### config.mk
export PLATFORM = sky130hd
export DESIGN_NAME = relative_input_event_coalescer_flat
export DESIGN_NICKNAME = d
export VERILOG_FILES = /design/src/hdl/rieco_pkg.sv /design/src/hdl/rieco_evt_if.sv /design/src/hdl/rieco_res_if.sv /design/src/hdl/rieco_cfg_if.sv /design/src/hdl/rieco_accum.sv /design/src/hdl/rieco_queue.sv /design/src/hdl/relative_input_event_coalescer.sv /design/src/flat_wrapper.sv
export SDC_FILE = /design/constraint.sdc
export NUM_CORES = 1
export LEC_CHECK = 0
export BUFFER_PORTS_ARGS = -buffer_cell sky130_fd_sc_hd__clkbuf_2
export CORE_ASPECT_RATIO = 0.8
export CORE_MARGIN = 1.5
export CORE_UTILIZATION = 57
export CTS_CLUSTER_DIAMETER = 60
export DETAILED_ROUTE_END_ITERATION = 10
export GPL_ROUTABILITY_DRIVEN = 0
export PLACE_DENSITY = 0.77
export SYNTH_ARGS = -nofsm -noshare
export SYNTH_HDL_FRONTEND = slang
export SYNTH_SLANG_ARGS = --single-unit
export TNS_END_PERCENT = 10
### constraint.sdc
create_clock -name clk_i -period 17.3 [get_ports clk_i]
set_clock_uncertainty 0.1 [all_clocks]
set_input_delay 3.46 -clock clk_i [delete_from_list [all_inputs] [get_ports clk_i]]
set_output_delay 3.46 -clock clk_i [all_outputs]
set_load 0.03 [all_outputs]
### src/hdl/rieco_pkg.sv
// ----------------------------------------------------------------------------
// rieco_pkg
// Shared widths, codes and types of the relative input event coalescer.
// ----------------------------------------------------------------------------
package rieco_pkg;

  localparam int unsigned KIND_W        = 2;
  localparam int unsigned CODE_W        = 10;
  localparam int unsigned VALUE_W       = 16;
  localparam int unsigned CFG_IDX_W     = 2;
  localparam int unsigned SUM_WIDTH_DEF = 24;
  localparam int unsigned QUEUE_DEPTH   = 2;

  // event classes; everything that is not relative or key is dropped
  localparam logic [KIND_W-1:0] KIND_REL = 2'd0;
  localparam logic [KIND_W-1:0] KIND_KEY = 2'd1;

  // relative axis codes
  localparam logic [CODE_W-1:0] AXIS_X      = 10'd0;
  localparam logic [CODE_W-1:0] AXIS_Y      = 10'd1;
  localparam logic [CODE_W-1:0] AXIS_HWHEEL = 10'd6;
  localparam logic [CODE_W-1:0] AXIS_VWHEEL = 10'd8;

  // configuration register indexes and reset values
  localparam logic [CFG_IDX_W-1:0] CFG_REMAP_SRC = 2'd0;
  localparam logic [CFG_IDX_W-1:0] CFG_REMAP_DST = 2'd1;
  localparam logic [CODE_W-1:0]    REMAP_SRC_RST = 10'd99;
  localparam logic [CODE_W-1:0]    REMAP_DST_RST = 10'd210;

  typedef enum logic [1:0] {
    OUT_MOTION  = 2'd0,
    OUT_WHEEL   = 2'd1,
    OUT_PRESS   = 2'd2,
    OUT_RELEASE = 2'd3
  } out_type_e;

  // which results one input item left behind
  typedef struct packed {
    logic              has_motion;
    logic              has_wheel;
    logic              has_key;
    logic              key_press;
    logic [CODE_W-1:0] key_code;
  } bundle_flags_t;

endpackage

### src/hdl/rieco_evt_if.sv
// ----------------------------------------------------------------------------
// rieco_evt_if
// Input event channel: valid/ready with one raw device event.
// ----------------------------------------------------------------------------
interface rieco_evt_if;
  logic                                valid;
  logic                                ready;
  logic [rieco_pkg::KIND_W-1:0]        kind;
  logic [rieco_pkg::CODE_W-1:0]        event_code;
  logic signed [rieco_pkg::VALUE_W-1:0] event_value;
  logic                                batch_last;

  modport source (output valid, kind, event_code, event_value, batch_last, input ready);
  modport sink   (input valid, kind, event_code, event_value, batch_last, output ready);
endinterface

### src/hdl/rieco_res_if.sv
// ----------------------------------------------------------------------------
// rieco_res_if
// Result channel: valid/ready with one motion, wheel or key result.
// ----------------------------------------------------------------------------
interface rieco_res_if #(
  parameter int unsigned SUM_WIDTH = rieco_pkg::SUM_WIDTH_DEF
);
  logic                          valid;
  logic                          ready;
  logic [1:0]                    out_type;
  logic [rieco_pkg::CODE_W-1:0]  out_code;
  logic signed [SUM_WIDTH-1:0]   delta_x;
  logic signed [SUM_WIDTH-1:0]   delta_y;
  logic                          last_result;

  modport source (output valid, out_type, out_code, delta_x, delta_y, last_result,
                  input ready);
  modport sink   (input valid, out_type, out_code, delta_x, delta_y, last_result,
                  output ready);
endinterface

### src/hdl/rieco_cfg_if.sv
// ----------------------------------------------------------------------------
// rieco_cfg_if
// Configuration write channel: valid/ready with register index and data.
// ----------------------------------------------------------------------------
interface rieco_cfg_if;
  logic                            valid;
  logic                            ready;
  logic [rieco_pkg::CFG_IDX_W-1:0] index;
  logic [rieco_pkg::CODE_W-1:0]    data;

  modport source (output valid, index, data, input ready);
  modport sink   (input valid, index, data, output ready);
endinterface

### src/hdl/rieco_accum.sv
// ----------------------------------------------------------------------------
// rieco_accum
// Saturating run accumulators, flush decision and key remap for one item.
// ----------------------------------------------------------------------------
module rieco_accum #(
  parameter int unsigned SUM_WIDTH = rieco_pkg::SUM_WIDTH_DEF
) (
  input  logic                                  clk_i,
  input  logic                                  rst_ni,
  input  logic                                  take_i,
  input  logic [rieco_pkg::KIND_W-1:0]          kind_i,
  input  logic [rieco_pkg::CODE_W-1:0]          code_i,
  input  logic signed [rieco_pkg::VALUE_W-1:0]  value_i,
  input  logic                                  last_i,
  input  logic [rieco_pkg::CODE_W-1:0]          remap_src_i,
  input  logic [rieco_pkg::CODE_W-1:0]          remap_dst_i,
  output logic                                  push_o,
  output rieco_pkg::bundle_flags_t              flags_o,
  output logic signed [SUM_WIDTH-1:0]           mot_x_o,
  output logic signed [SUM_WIDTH-1:0]           mot_y_o,
  output logic signed [SUM_WIDTH-1:0]           whl_x_o,
  output logic signed [SUM_WIDTH-1:0]           whl_y_o
);
  import rieco_pkg::*;

  localparam logic signed [SUM_WIDTH-1:0] SUM_MAX = {1'b0, {(SUM_WIDTH-1){1'b1}}};
  localparam logic signed [SUM_WIDTH-1:0] SUM_MIN = {1'b1, {(SUM_WIDTH-1){1'b0}}};

  logic signed [SUM_WIDTH-1:0] sum_x_q, sum_y_q, sum_h_q, sum_v_q;
  logic signed [SUM_WIDTH-1:0] sum_x_d, sum_y_d, sum_h_d, sum_v_d;
  logic signed [SUM_WIDTH:0]   value_ext;
  logic                        is_rel, is_key, flush;

  // one guard bit is enough since the delta is never wider than the sum
  function automatic logic signed [SUM_WIDTH-1:0] sat_add(
    input logic signed [SUM_WIDTH-1:0] acc,
    input logic signed [SUM_WIDTH:0]   v
  );
    logic signed [SUM_WIDTH:0] s;
    s = {acc[SUM_WIDTH-1], acc} + v;
    if (s[SUM_WIDTH] != s[SUM_WIDTH-1]) begin
      return s[SUM_WIDTH] ? SUM_MIN : SUM_MAX;
    end
    return s[SUM_WIDTH-1:0];
  endfunction

  assign value_ext = {{(SUM_WIDTH+1-VALUE_W){value_i[VALUE_W-1]}}, value_i};
  assign is_rel    = (kind_i == KIND_REL);
  assign is_key    = (kind_i == KIND_KEY);
  assign flush     = !is_rel || last_i;

  always_comb begin
    mot_x_o = sum_x_q;
    mot_y_o = sum_y_q;
    whl_x_o = sum_h_q;
    whl_y_o = sum_v_q;
    if (is_rel) begin
      case (code_i)
        AXIS_X:      mot_x_o = sat_add(sum_x_q, value_ext);
        AXIS_Y:      mot_y_o = sat_add(sum_y_q, value_ext);
        AXIS_HWHEEL: whl_x_o = sat_add(sum_h_q, value_ext);
        AXIS_VWHEEL: whl_y_o = sat_add(sum_v_q, value_ext);
        default: ;
      endcase
    end
  end

  always_comb begin
    flags_o.has_motion = flush && ((mot_x_o != '0) || (mot_y_o != '0));
    flags_o.has_wheel  = flush && ((whl_x_o != '0) || (whl_y_o != '0));
    flags_o.has_key    = is_key;
    flags_o.key_press  = (value_i != '0);
    flags_o.key_code   = (code_i == remap_src_i) ? remap_dst_i : code_i;
  end

  assign push_o = take_i && (flags_o.has_motion || flags_o.has_wheel || flags_o.has_key);

  assign sum_x_d = flush ? '0 : mot_x_o;
  assign sum_y_d = flush ? '0 : mot_y_o;
  assign sum_h_d = flush ? '0 : whl_x_o;
  assign sum_v_d = flush ? '0 : whl_y_o;

  always_ff @(posedge clk_i or negedge rst_ni) begin
    if (!rst_ni) begin
      sum_x_q <= '0;
      sum_y_q <= '0;
      sum_h_q <= '0;
      sum_v_q <= '0;
    end else if (take_i) begin
      sum_x_q <= sum_x_d;
      sum_y_q <= sum_y_d;
      sum_h_q <= sum_h_d;
      sum_v_q <= sum_v_d;
    end
  end

endmodule

### src/hdl/rieco_queue.sv
// ----------------------------------------------------------------------------
// rieco_queue
// Queue of per-item result bundles, unpacked onto the result channel.
// ----------------------------------------------------------------------------
module rieco_queue #(
  parameter int unsigned SUM_WIDTH = rieco_pkg::SUM_WIDTH_DEF,
  parameter int unsigned DEPTH     = rieco_pkg::QUEUE_DEPTH
) (
  input  logic                         clk_i,
  input  logic                         rst_ni,
  input  logic                         push_i,
  input  rieco_pkg::bundle_flags_t     flags_i,
  input  logic signed [SUM_WIDTH-1:0]  mot_x_i,
  input  logic signed [SUM_WIDTH-1:0]  mot_y_i,
  input  logic signed [SUM_WIDTH-1:0]  whl_x_i,
  input  logic signed [SUM_WIDTH-1:0]  whl_y_i,
  output logic                         ready_o,
  rieco_res_if.source                  res_o
);
  import rieco_pkg::*;

  // depth is a power of two so the pointers wrap on their own
  localparam int unsigned PTR_W = (DEPTH > 1) ? $clog2(DEPTH) : 1;
  localparam int unsigned CNT_W = $clog2(DEPTH + 1);
  localparam int unsigned PAY_W = 4 * SUM_WIDTH;

  bundle_flags_t     flags_q [DEPTH];
  logic [PAY_W-1:0]  pay_q   [DEPTH];
  logic [PTR_W-1:0]  wr_ptr_q, rd_ptr_q;
  logic [CNT_W-1:0]  cnt_q, cnt_d;
  logic              mot_done_q, whl_done_q;

  bundle_flags_t     head;
  logic [PAY_W-1:0]  head_pay;
  logic              sel_mot, sel_whl, is_last, take_out, pop;

  assign head     = flags_q[rd_ptr_q];
  assign head_pay = pay_q[rd_ptr_q];
  assign ready_o  = (cnt_q < CNT_W'(DEPTH));

  assign sel_mot = head.has_motion && !mot_done_q;
  assign sel_whl = !sel_mot && head.has_wheel && !whl_done_q;

  always_comb begin
    res_o.valid    = (cnt_q != '0);
    res_o.out_code = '0;
    res_o.delta_x  = '0;
    res_o.delta_y  = '0;
    if (sel_mot) begin
      res_o.out_type = OUT_MOTION;
      res_o.delta_x  = head_pay[0*SUM_WIDTH +: SUM_WIDTH];
      res_o.delta_y  = head_pay[1*SUM_WIDTH +: SUM_WIDTH];
      is_last        = !head.has_wheel && !head.has_key;
    end else if (sel_whl) begin
      res_o.out_type = OUT_WHEEL;
      res_o.delta_x  = head_pay[2*SUM_WIDTH +: SUM_WIDTH];
      res_o.delta_y  = head_pay[3*SUM_WIDTH +: SUM_WIDTH];
      is_last        = !head.has_key;
    end else begin
      res_o.out_type = head.key_press ? OUT_PRESS : OUT_RELEASE;
      res_o.out_code = head.key_code;
      is_last        = 1'b1;
    end
    res_o.last_result = is_last;
  end

  assign take_out = res_o.valid && res_o.ready;
  assign pop      = take_out && is_last;

  always_comb begin
    cnt_d = cnt_q;
    if (push_i && !pop) begin
      cnt_d = cnt_q + 1'b1;
    end else if (pop && !push_i) begin
      cnt_d = cnt_q - 1'b1;
    end
  end

  always_ff @(posedge clk_i or negedge rst_ni) begin
    if (!rst_ni) begin
      wr_ptr_q   <= '0;
      rd_ptr_q   <= '0;
      cnt_q      <= '0;
      mot_done_q <= 1'b0;
      whl_done_q <= 1'b0;
    end else begin
      cnt_q <= cnt_d;
      if (push_i) begin
        wr_ptr_q <= wr_ptr_q + 1'b1;
      end
      if (pop) begin
        rd_ptr_q   <= rd_ptr_q + 1'b1;
        mot_done_q <= 1'b0;
        whl_done_q <= 1'b0;
      end else if (take_out) begin
        if (sel_mot) begin
          mot_done_q <= 1'b1;
        end else begin
          whl_done_q <= 1'b1;
        end
      end
    end
  end

  always_ff @(posedge clk_i) begin
    if (push_i) begin
      flags_q[wr_ptr_q] <= flags_i;
      pay_q[wr_ptr_q]   <= {whl_y_i, whl_x_i, mot_y_i, mot_x_i};
    end
  end

endmodule

### src/hdl/relative_input_event_coalescer.sv
// ----------------------------------------------------------------------------
// relative_input_event_coalescer
// Sums runs of relative device events and emits motion, wheel and key items.
// ----------------------------------------------------------------------------
// evt_i takes one raw event per cycle (valid/ready). Relative deltas for X, Y
// and both wheels add into saturating sums; a key event, any other event, or
// a relative event flagged batch_last ends the run and flushes the sums.
// res_o gives up to three items per event: motion if X or Y is nonzero,
// wheel if either wheel sum is nonzero, then press/release for a key, with
// last_result marking the final item of that event.
// cfg_i writes the key remap registers at any time with ready held high;
// index 0 is the source key code, index 1 the target, other indexes ignored.
// Items are registered in the bundle queue before they show on res_o.
// Throughput: one event per cycle while the bundle queue has room; an event
// with more than one item holds res_o until its last item is taken.
// When res_o stalls the queue keeps taking events until its bundles are all
// in use, then evt_i ready drops. Reset clears the sums, the queue and sets
// the remap registers to 99 -> 210.
// ----------------------------------------------------------------------------
module relative_input_event_coalescer #(
  parameter int unsigned SUM_WIDTH   = rieco_pkg::SUM_WIDTH_DEF,
  parameter int unsigned QUEUE_DEPTH = rieco_pkg::QUEUE_DEPTH
) (
  input  logic        clk_i,
  input  logic        rst_ni,
  rieco_evt_if.sink   evt_i,
  rieco_cfg_if.sink   cfg_i,
  rieco_res_if.source res_o
);
  import rieco_pkg::*;

  logic [CODE_W-1:0]           remap_src_q, remap_dst_q;
  logic                        take, push, q_ready;
  bundle_flags_t               flags;
  logic signed [SUM_WIDTH-1:0] mot_x, mot_y, whl_x, whl_y;

  assign cfg_i.ready = 1'b1;

  always_ff @(posedge clk_i or negedge rst_ni) begin
    if (!rst_ni) begin
      remap_src_q <= REMAP_SRC_RST;
      remap_dst_q <= REMAP_DST_RST;
    end else if (cfg_i.valid) begin
      case (cfg_i.index)
        CFG_REMAP_SRC: remap_src_q <= cfg_i.data;
        CFG_REMAP_DST: remap_dst_q <= cfg_i.data;
        default: ;
      endcase
    end
  end

  assign evt_i.ready = q_ready;
  assign take        = evt_i.valid && q_ready;

  rieco_accum #(
    .SUM_WIDTH (SUM_WIDTH)
  ) u_accum (
    .clk_i       (clk_i),
    .rst_ni      (rst_ni),
    .take_i      (take),
    .kind_i      (evt_i.kind),
    .code_i      (evt_i.event_code),
    .value_i     (evt_i.event_value),
    .last_i      (evt_i.batch_last),
    .remap_src_i (remap_src_q),
    .remap_dst_i (remap_dst_q),
    .push_o      (push),
    .flags_o     (flags),
    .mot_x_o     (mot_x),
    .mot_y_o     (mot_y),
    .whl_x_o     (whl_x),
    .whl_y_o     (whl_y)
  );

  rieco_queue #(
    .SUM_WIDTH (SUM_WIDTH),
    .DEPTH     (QUEUE_DEPTH)
  ) u_queue (
    .clk_i   (clk_i),
    .rst_ni  (rst_ni),
    .push_i  (push),
    .flags_i (flags),
    .mot_x_i (mot_x),
    .mot_y_i (mot_y),
    .whl_x_i (whl_x),
    .whl_y_i (whl_y),
    .ready_o (q_ready),
    .res_o   (res_o)
  );

endmodule
### src/flat_wrapper.sv
// flat-port wrapper written by rule: the top's interface ports become plain ports
module relative_input_event_coalescer_flat import rieco_pkg::*;
#(
  parameter int unsigned SUM_WIDTH   = rieco_pkg::SUM_WIDTH_DEF,
  parameter int unsigned QUEUE_DEPTH = rieco_pkg::QUEUE_DEPTH
)
  (clk_i, rst_ni, evt_i_valid, evt_i_kind, evt_i_event_code, evt_i_event_value, evt_i_batch_last, evt_i_ready, cfg_i_valid, cfg_i_index, cfg_i_data, cfg_i_ready, res_o_valid, res_o_out_type, res_o_out_code, res_o_delta_x, res_o_delta_y, res_o_last_result, res_o_ready);
  rieco_evt_if evt_i_i ();
  rieco_cfg_if cfg_i_i ();
  rieco_res_if #(.SUM_WIDTH(SUM_WIDTH)) res_o_i ();
  input  logic clk_i;
  input  logic rst_ni;
  input wire logic [$bits(evt_i_i.valid)-1:0] evt_i_valid;
  input wire logic [$bits(evt_i_i.kind)-1:0] evt_i_kind;
  input wire logic [$bits(evt_i_i.event_code)-1:0] evt_i_event_code;
  input wire logic [$bits(evt_i_i.event_value)-1:0] evt_i_event_value;
  input wire logic [$bits(evt_i_i.batch_last)-1:0] evt_i_batch_last;
  output wire logic [$bits(evt_i_i.ready)-1:0] evt_i_ready;
  input wire logic [$bits(cfg_i_i.valid)-1:0] cfg_i_valid;
  input wire logic [$bits(cfg_i_i.index)-1:0] cfg_i_index;
  input wire logic [$bits(cfg_i_i.data)-1:0] cfg_i_data;
  output wire logic [$bits(cfg_i_i.ready)-1:0] cfg_i_ready;
  output wire logic [$bits(res_o_i.valid)-1:0] res_o_valid;
  output wire logic [$bits(res_o_i.out_type)-1:0] res_o_out_type;
  output wire logic [$bits(res_o_i.out_code)-1:0] res_o_out_code;
  output wire logic [$bits(res_o_i.delta_x)-1:0] res_o_delta_x;
  output wire logic [$bits(res_o_i.delta_y)-1:0] res_o_delta_y;
  output wire logic [$bits(res_o_i.last_result)-1:0] res_o_last_result;
  input wire logic [$bits(res_o_i.ready)-1:0] res_o_ready;
  assign evt_i_i.valid = evt_i_valid;
  assign evt_i_i.kind = evt_i_kind;
  assign evt_i_i.event_code = evt_i_event_code;
  assign evt_i_i.event_value = evt_i_event_value;
  assign evt_i_i.batch_last = evt_i_batch_last;
  assign evt_i_ready = evt_i_i.ready;
  assign cfg_i_i.valid = cfg_i_valid;
  assign cfg_i_i.index = cfg_i_index;
  assign cfg_i_i.data = cfg_i_data;
  assign cfg_i_ready = cfg_i_i.ready;
  assign res_o_valid = res_o_i.valid;
  assign res_o_out_type = res_o_i.out_type;
  assign res_o_out_code = res_o_i.out_code;
  assign res_o_delta_x = res_o_i.delta_x;
  assign res_o_delta_y = res_o_i.delta_y;
  assign res_o_last_result = res_o_i.last_result;
  assign res_o_i.ready = res_o_ready;
  relative_input_event_coalescer #(.SUM_WIDTH(SUM_WIDTH), .QUEUE_DEPTH(QUEUE_DEPTH)) u_core (.clk_i(clk_i), .rst_ni(rst_ni), .evt_i(evt_i_i), .cfg_i(cfg_i_i), .res_o(res_o_i));
endmodule
# == Word level (Yosys, flattened, before mapping) ==
# Memories as Yosys holds them, arrays and structs flattened.
# Index checks and enable logic that the tools add are counted.
# classes
mul,0
n_eq_ne,11
magnitude_cmp,1
bitwise,0
n_reduce_logical,41
mux,58
n_div,0
addsub,8
shift,0
# ops
cell,n
$mux W24,28
$add A24 B16 Y25,4
$reduce_bool A24 Y1,4
$mux W10,3
$mux W1,23
$reduce_bool A16 Y1,1
$logic_and A1 B1 Y1,12
$eq A10 B1 Y1 const B,1
$eq A10 B10 Y1,1
$eq A10 B3 Y1 const B,1
$eq A10 B4 Y1 const B,1
$logic_not A10 Y1,1
$logic_not A1 Y1,8
$mux W2,4
$reduce_and A2 Y1,4
$reduce_bool A2 Y1,4
$logic_or A1 B1 Y1,5
$eq A2 B1 Y1 const B,2
$logic_not A2 Y1,2
$ne A1 B1 Y1,4
$add A1 B1 Y1 const B,2
$add A2 B1 Y2 const B,1
$lt A2 B2 Y1 const B,1
$ne A2 B1 Y1 const B,1
$sub A2 B1 Y2 const B,1
# word_totals
n_memories,2
wordCells,132
mem_bits_ro,0
ramBits,220
ff_bits,122
latchBits,0
out_inout_bits,64
# memory_table
memory,depth,word_bits,read_ports,rd_ports_with_merged_regs,wr,line,text
u_core.u_queue.pay_q,2,96,1,0,1,rieco_queue.sv:28,logic [PAY_W-1:0] pay_q [DEPTH];
u_core.u_queue.flags_q,2,14,1,0,1,rieco_queue.sv:27,bundle_flags_t flags_q [DEPTH];

# == Logic depth before layout (Yosys ltp) ==
# logic_depth
depth_word,18
ltp_mapped,20
ltp_nobuf,19

# == Modules after synthesis ==
# Synthesis repeated with hierarchy kept, for this count alone.
# hier_totals
cells_unflattened,2124
area_unflattened_um2,21608.2
# by_module_without_submodules
module,area_per_inst_um2,instances,cells_per_inst,seq_area_each_um2
rieco_accum,12201.7,1,1623,2402.3
rieco_queue,8573.2,1,454,6756.5
relative_input_event_coalescer,833.3,1,47,510.5

# == Worst setup path after synthesis ==
# Ideal clock, no wire load.
# synth_path
path_type,input to register
startpoint,input port evt_i_event_value[0]
endpoint,memory u_core.u_queue.flags_q[0][0] (netlist name) (enable)
path_slack_ns,-1.969
arrival_ns,18.255
cell_stages,16
path_cell_list,ha_1 > inv_1 > fa_1 > nand2b_1 > a211oi_1 > o21ai_1 > o21a_1 > o22ai_1 > a21oi_1 > buf_2 > o22ai_1 > nor4_1 > and4_1 > and4_1 > and2_1 > a2111oi_1
# synth_between
elab_chain_cells,16
elab_cells_between_ends,53
cone_classes,add/sub: 4; eq/ne: 4; mux: 34; reduce/logical: 11
# synth_lines
item,line,text
start: declaration,flat_wrapper.sv:16,input wire logic [$bits(evt_i_i.event_value)-1:0] evt_i_event_value;
$add A24 B16 Y25 *,rieco_accum.sv:40,"s = {acc[SUM_WIDTH-1], acc} + v;"
$ne A1 B1 Y1,rieco_accum.sv:41,if (s[SUM_WIDTH] != s[SUM_WIDTH-1]) begin
$mux W1,rieco_accum.sv:41,
$mux W1,rieco_accum.sv:58,case (code_i)
$mux W1,rieco_accum.sv:57,if (is_rel) begin
$mux W24 *,rieco_accum.sv:44,return s[SUM_WIDTH-1:0];
$mux W24 *,rieco_accum.sv:58,
$mux W24 *,rieco_accum.sv:57,
named net u_core.mot_y[2],relative_input_event_coalescer.sv:35,"logic signed [SUM_WIDTH-1:0] mot_x, mot_y, whl_x, whl_y;"
$reduce_bool A24 Y1 *,rieco_accum.sv:69,flags_o.has_motion = flush && ((mot_x_o != '0) || (mot_y_o != '0));
$logic_or A1 B1 Y1 *,rieco_accum.sv:69,
$logic_and A1 B1 Y1 *,rieco_accum.sv:69,
$logic_or A1 B1 Y1 * (2 in series),rieco_accum.sv:76,assign push_o = take_i && (flags_o.has_motion || flags_o.has_wheel || flags_o.has_key);
$logic_and A1 B1 Y1 *,rieco_accum.sv:76,
$mux W1 *,rieco_queue.sv:106,if (push_i) begin
$mux W1 (not written as such) *,rieco_queue.sv:107,flags_q[wr_ptr_q] <= flags_i;
end: declaration,rieco_queue.sv:27,
# Mark *: on every way through the listed nets, which the timed path passes. The rest lies on a longest branch. The select of a mux whose other input is x is not followed.

# == Final worst setup path ==
# layout_path
startpoint,input port evt_i_event_value[1]
endpoint,memory u_core.u_queue.pay_q[1][80] (netlist name) (enable)
# layout_between
elab_chain_cells,16
elab_cells_between_ends,53
cone_classes,add/sub: 4; eq/ne: 4; mux: 34; reduce/logical: 11
# layout_lines
item,line,text
$add A24 B16 Y25 *,rieco_accum.sv:40,
$ne A1 B1 Y1,rieco_accum.sv:41,
$mux W1,rieco_accum.sv:41,
$mux W1,rieco_accum.sv:58,
$mux W1,rieco_accum.sv:57,
$mux W24 *,rieco_accum.sv:44,
$mux W24 *,rieco_accum.sv:58,
$mux W24 *,rieco_accum.sv:57,
named net u_core.mot_x[18],relative_input_event_coalescer.sv:35,
$reduce_bool A24 Y1 *,rieco_accum.sv:69,
$logic_or A1 B1 Y1 *,rieco_accum.sv:69,
$logic_and A1 B1 Y1 *,rieco_accum.sv:69,
$logic_or A1 B1 Y1 * (2 in series),rieco_accum.sv:76,
$logic_and A1 B1 Y1 *,rieco_accum.sv:76,
$mux W1 *,rieco_queue.sv:106,
$mux W1 (not written as such) *,rieco_queue.sv:108,"pay_q[wr_ptr_q] <= {whl_y_i, whl_x_i, mot_y_i, mot_x_i};"
end: declaration,rieco_queue.sv:28,
# Marked as above.

==> impl_metrics.ini <==
[floorplan]
start_util = 0.583
coreArea_mm2 = 0.0374
dieArea_mm2 = 0.0394
io_pins = 110
chipWidth_um = 222
placementRows = 63
die_y_um = 178

[route]
viasPerCell = 7.09
top_layer = met4
ant_nets = 0
met1_length_um = 26900
drt_iter0_markers = 2936
wl_per_cell_um = 24.7
route.met2.wl_um = 28700
wl_met3_um = 7960
remaining_drc_errors = 0
wl_um = 66900
drtPass1Iterations = 8
vias = 19200

[synth]
synth-main-ff-cell = edfxtp_1
ys_seq_elements = 342
synth_warnings = 0
seq_area_frac_synth = 0.444
synth_area_leaders = edfxtp_1, dfrtp_1, ha_1, mux2i_1, a22o_1
synthDistinctLibCells = 103
synth_common_cells = edfxtp_1, nand2_1, o21ai_0, a21oi_1, nor2_1
yosysMostFrequentCell = edfxtp_1
syn_inst = 2147
synth_edf_count = 220
synth_nets = 2294
syn_area_per_cell_um2 = 10.1
async_reset_ff_frac = 0.357
syn_area_mm2 = 0.0218
synth_top_cell_by_area = edfxtp_1
synth_top_area_frac = 0.303

[outcome]
status = finished clean

[min_path]
hold-path-cell-count = 1
hold-path-endpoint = u_core.remap_dst_q[0]
hp-class = register to register
hp-start = u_core.remap_dst_q[0]

[critical_path]
critPathTopFamily = simple AND/OR/NAND/NOR gates
slowest_stage = buf_4
end_kind = register
path_max_fanout = 56
cp-start-kind = input pin
worst-endpoint-arrival_ns = 9.71
cpPeakStageDelay_ns = 0.66
critical_path_buf_inv_count = 4
worstPathRequired_ns = 17.35
timing.rr.end = u_core.u_queue.pay_q[1][80]
timing.rr.start = u_core.u_accum.sum_x_q[0]
r2r_slack_ns = 10.55
ff2ff_path_depth = 17
cp_cell_sequence = clkbuf_2 > inv_1 > fa_1 > nand2b_1 > a21o_1 > a211oi_1 > a211o_1 > a21oi_4 > nand2_1 > a211oi_1 > nor3_1 > nor4b_1 > and4_1 > and2_1 > a2111oi_2 > buf_4 > buf_4
path_class = input pin to register

[clocking]
cts_setup_buffers = 0
ctsResizeCount = 0
cts_tree = done
clockBufferDepth = 3
cts_root_buffer = clkbuf_16
clkLatencyLatePin_ns = 0.53
cts.sinks = 342
holdBufCountCts = 0
htree_levels = 2
clkTransAtPathRegs_ns = 0.06
numCtsBuffers = 35

[sta]
rsz0062_at_grt = false
timing.fmax_mhz = 104
period_needed_ns = 9.66
tightest_slew_ns = 1.22
final_hold_viol_count = 0
drv_slew = 0
setup_viol = 0
fin_crit_sh = 0.558
relSlewSlack = 0.183

[global_route]
grt_pass1_wl_um = 103000
first_global_vias = 18000
grt-ovfl-total = 0
grt_usage = 0.335
antenna_found_initial = 0
grt_max_degree = 85

[placement]
hpwl_um = 47400
portBuffers = 108
post-place-cells = 2642

[finish]
final_layout_size_suffix_gt1_frac = 0.128
utilization = 0.638
instances_no_fill = 2707
syn2layout_area_growth_pct = 9.48
fin_nets = 2339

[pwr]
worst_ir_drop_vdd_mv = 0.122
power_density_mw_per_mm2 = 103
leakagePower_nw = 9.64

[flow_run]
drv_cap = 0
-- metrics by stage --
step	total power, mW	cell area, um2	setup slack [ns]	setup TNS, ns	hold WS (ns)
2_1_floorplan	1.45	21800	-1.97	-433.18	0.355
3_3_place_gp	1.65	22600	7.54	0	0.379
3_5_place_dp	1.66	22600	7.35	0	0.386
4_1_cts	2.45	23800	7.88	0	0.405
5_1_grt	2.53	23800	7.29	0	0.414
6_report	2.45	23800	7.64	0	0.402
-- area by class of cell --
| cell class | count | area (um2) |
|---|---|---|
| Timing Repair Buffer | 129 | 704 |
| Tap cell | 487 | 609 |
| Multi-Input combinational cell | 1644 | 11500 |
| Sequential cell | 342 | 9670 |
| Clock inverter | 17 | 208 |
| Fill cell | 2935 | 13500 |
| Antenna cell | 2 | 5.00 |
| Inverter | 40 | 150 |
| Clock buffer | 46 | 1000 |
-- kinds of logic (layout without fill, tap and decap cells) --
family,count (synthesis),count (layout),synth area share
AOI/OAI and AO/OA,754,754,0.237
xor gates and xnor gates,93,93,0.0374
adders and majority gates,104,104,0.0608
buffers and inverters,161,232,0.0298
DFF,342,342,0.444
muxes,142,142,0.0670
other,1,3,0.000172
and+or+nand+nor,550,550,0.124
-- cell usage in the layout, fill, tap and decap left out, drive strengths merged, types with 34 or more instances in the layout --
| cell | netlist | routed |
|---|---|---|
| xnor2 | 52 | 52 |
| mux2i | 111 | 111 |
| nor2 | 125 | 125 |
| a22o | 82 | 82 |
| a211oi | 64 | 64 |
| dfrtp | 114 | 114 |
| o211ai | 47 | 47 |
| xor2 | 41 | 41 |
| ha | 97 | 97 |
| o21ai | 147 | 147 |
| edfxtp | 220 | 220 |
| clkbuf | 91 | 153 |
| o22ai | 55 | 55 |
| inv | 40 | 42 |
| nor3 | 43 | 43 |
| a21oi | 132 | 132 |
| nand2 | 190 | 190 |
| a31oi | 34 | 34 |
-- flip-flops by register name, summed over array words and instances (netlist names), 2 cells and up --
signal                  count
u_core.remap_src_q         10
u_core.u_accum.sum_v_q     24
u_core.u_accum.sum_x_q     24
u_core.u_accum.sum_y_q     24
u_core.remap_dst_q         10
u_core.u_accum.sum_h_q     24
u_core.u_queue.cnt_q        2
u_core.u_queue.flags_q     28
u_core.u_queue.pay_q      192
-- worst max path at each step --
| stage | start | to | slack, ns | cells past startpoint |
|---|---|---|---|---|
| after global placement | evt_i_event_value[1] | u_core.u_queue.pay_q[1][77] | 7.54 | 17 |
| after CTS | evt_i_event_value[1] | u_core.u_queue.pay_q[1][77] | 7.88 | 17 |
| after floorplan | evt_i_event_value[0] | u_core.u_queue.flags_q[0][0] | -1.97 | 16 |
| final | evt_i_event_value[1] | u_core.u_queue.pay_q[1][80] | 7.64 | 17 |
| after global routing | evt_i_event_value[15] | u_core.u_queue.pay_q[1][30] | 7.29 | 17 |
| after detailed placement | evt_i_event_value[15] | u_core.u_queue.pay_q[1][30] | 7.35 | 17 |
-- where the power goes --
group	leakage [nW]	internal (mW)	total [mW]	switching [mW]
clock	0.591	0.471	0.795	0.324
sequential	3.60	0.905	0.921	0.0155
combinational	5.45	0.217	0.736	0.519
total	9.64	1.59	2.45	0.859
-- worst reg2reg max path: stages (launching register included) --
cell and delay [ns]:
dfrtp_1 0.40, ha_1 0.21, inv_1 0.07, fa_1 0.42, nand2b_1 0.20, a21o_1 0.23
a211oi_1 0.53, a211o_1 0.32, a21oi_4 0.14, nand2_1 0.54, a211oi_1 0.16, nor3_1 0.62
nor4b_1 0.26, and4_1 0.36, and2_1 0.24, a2111oi_2 0.48, buf_4 0.40, buf_4 0.67
-- routing by layer --
layer,global-route usage,up-vias
li1,-,8404
met1,0.468,9312
met2,0.502,1283
met3,0.0709,207
met4,0.156,0
met5,0,-
(Power assumes the default switching activity.)
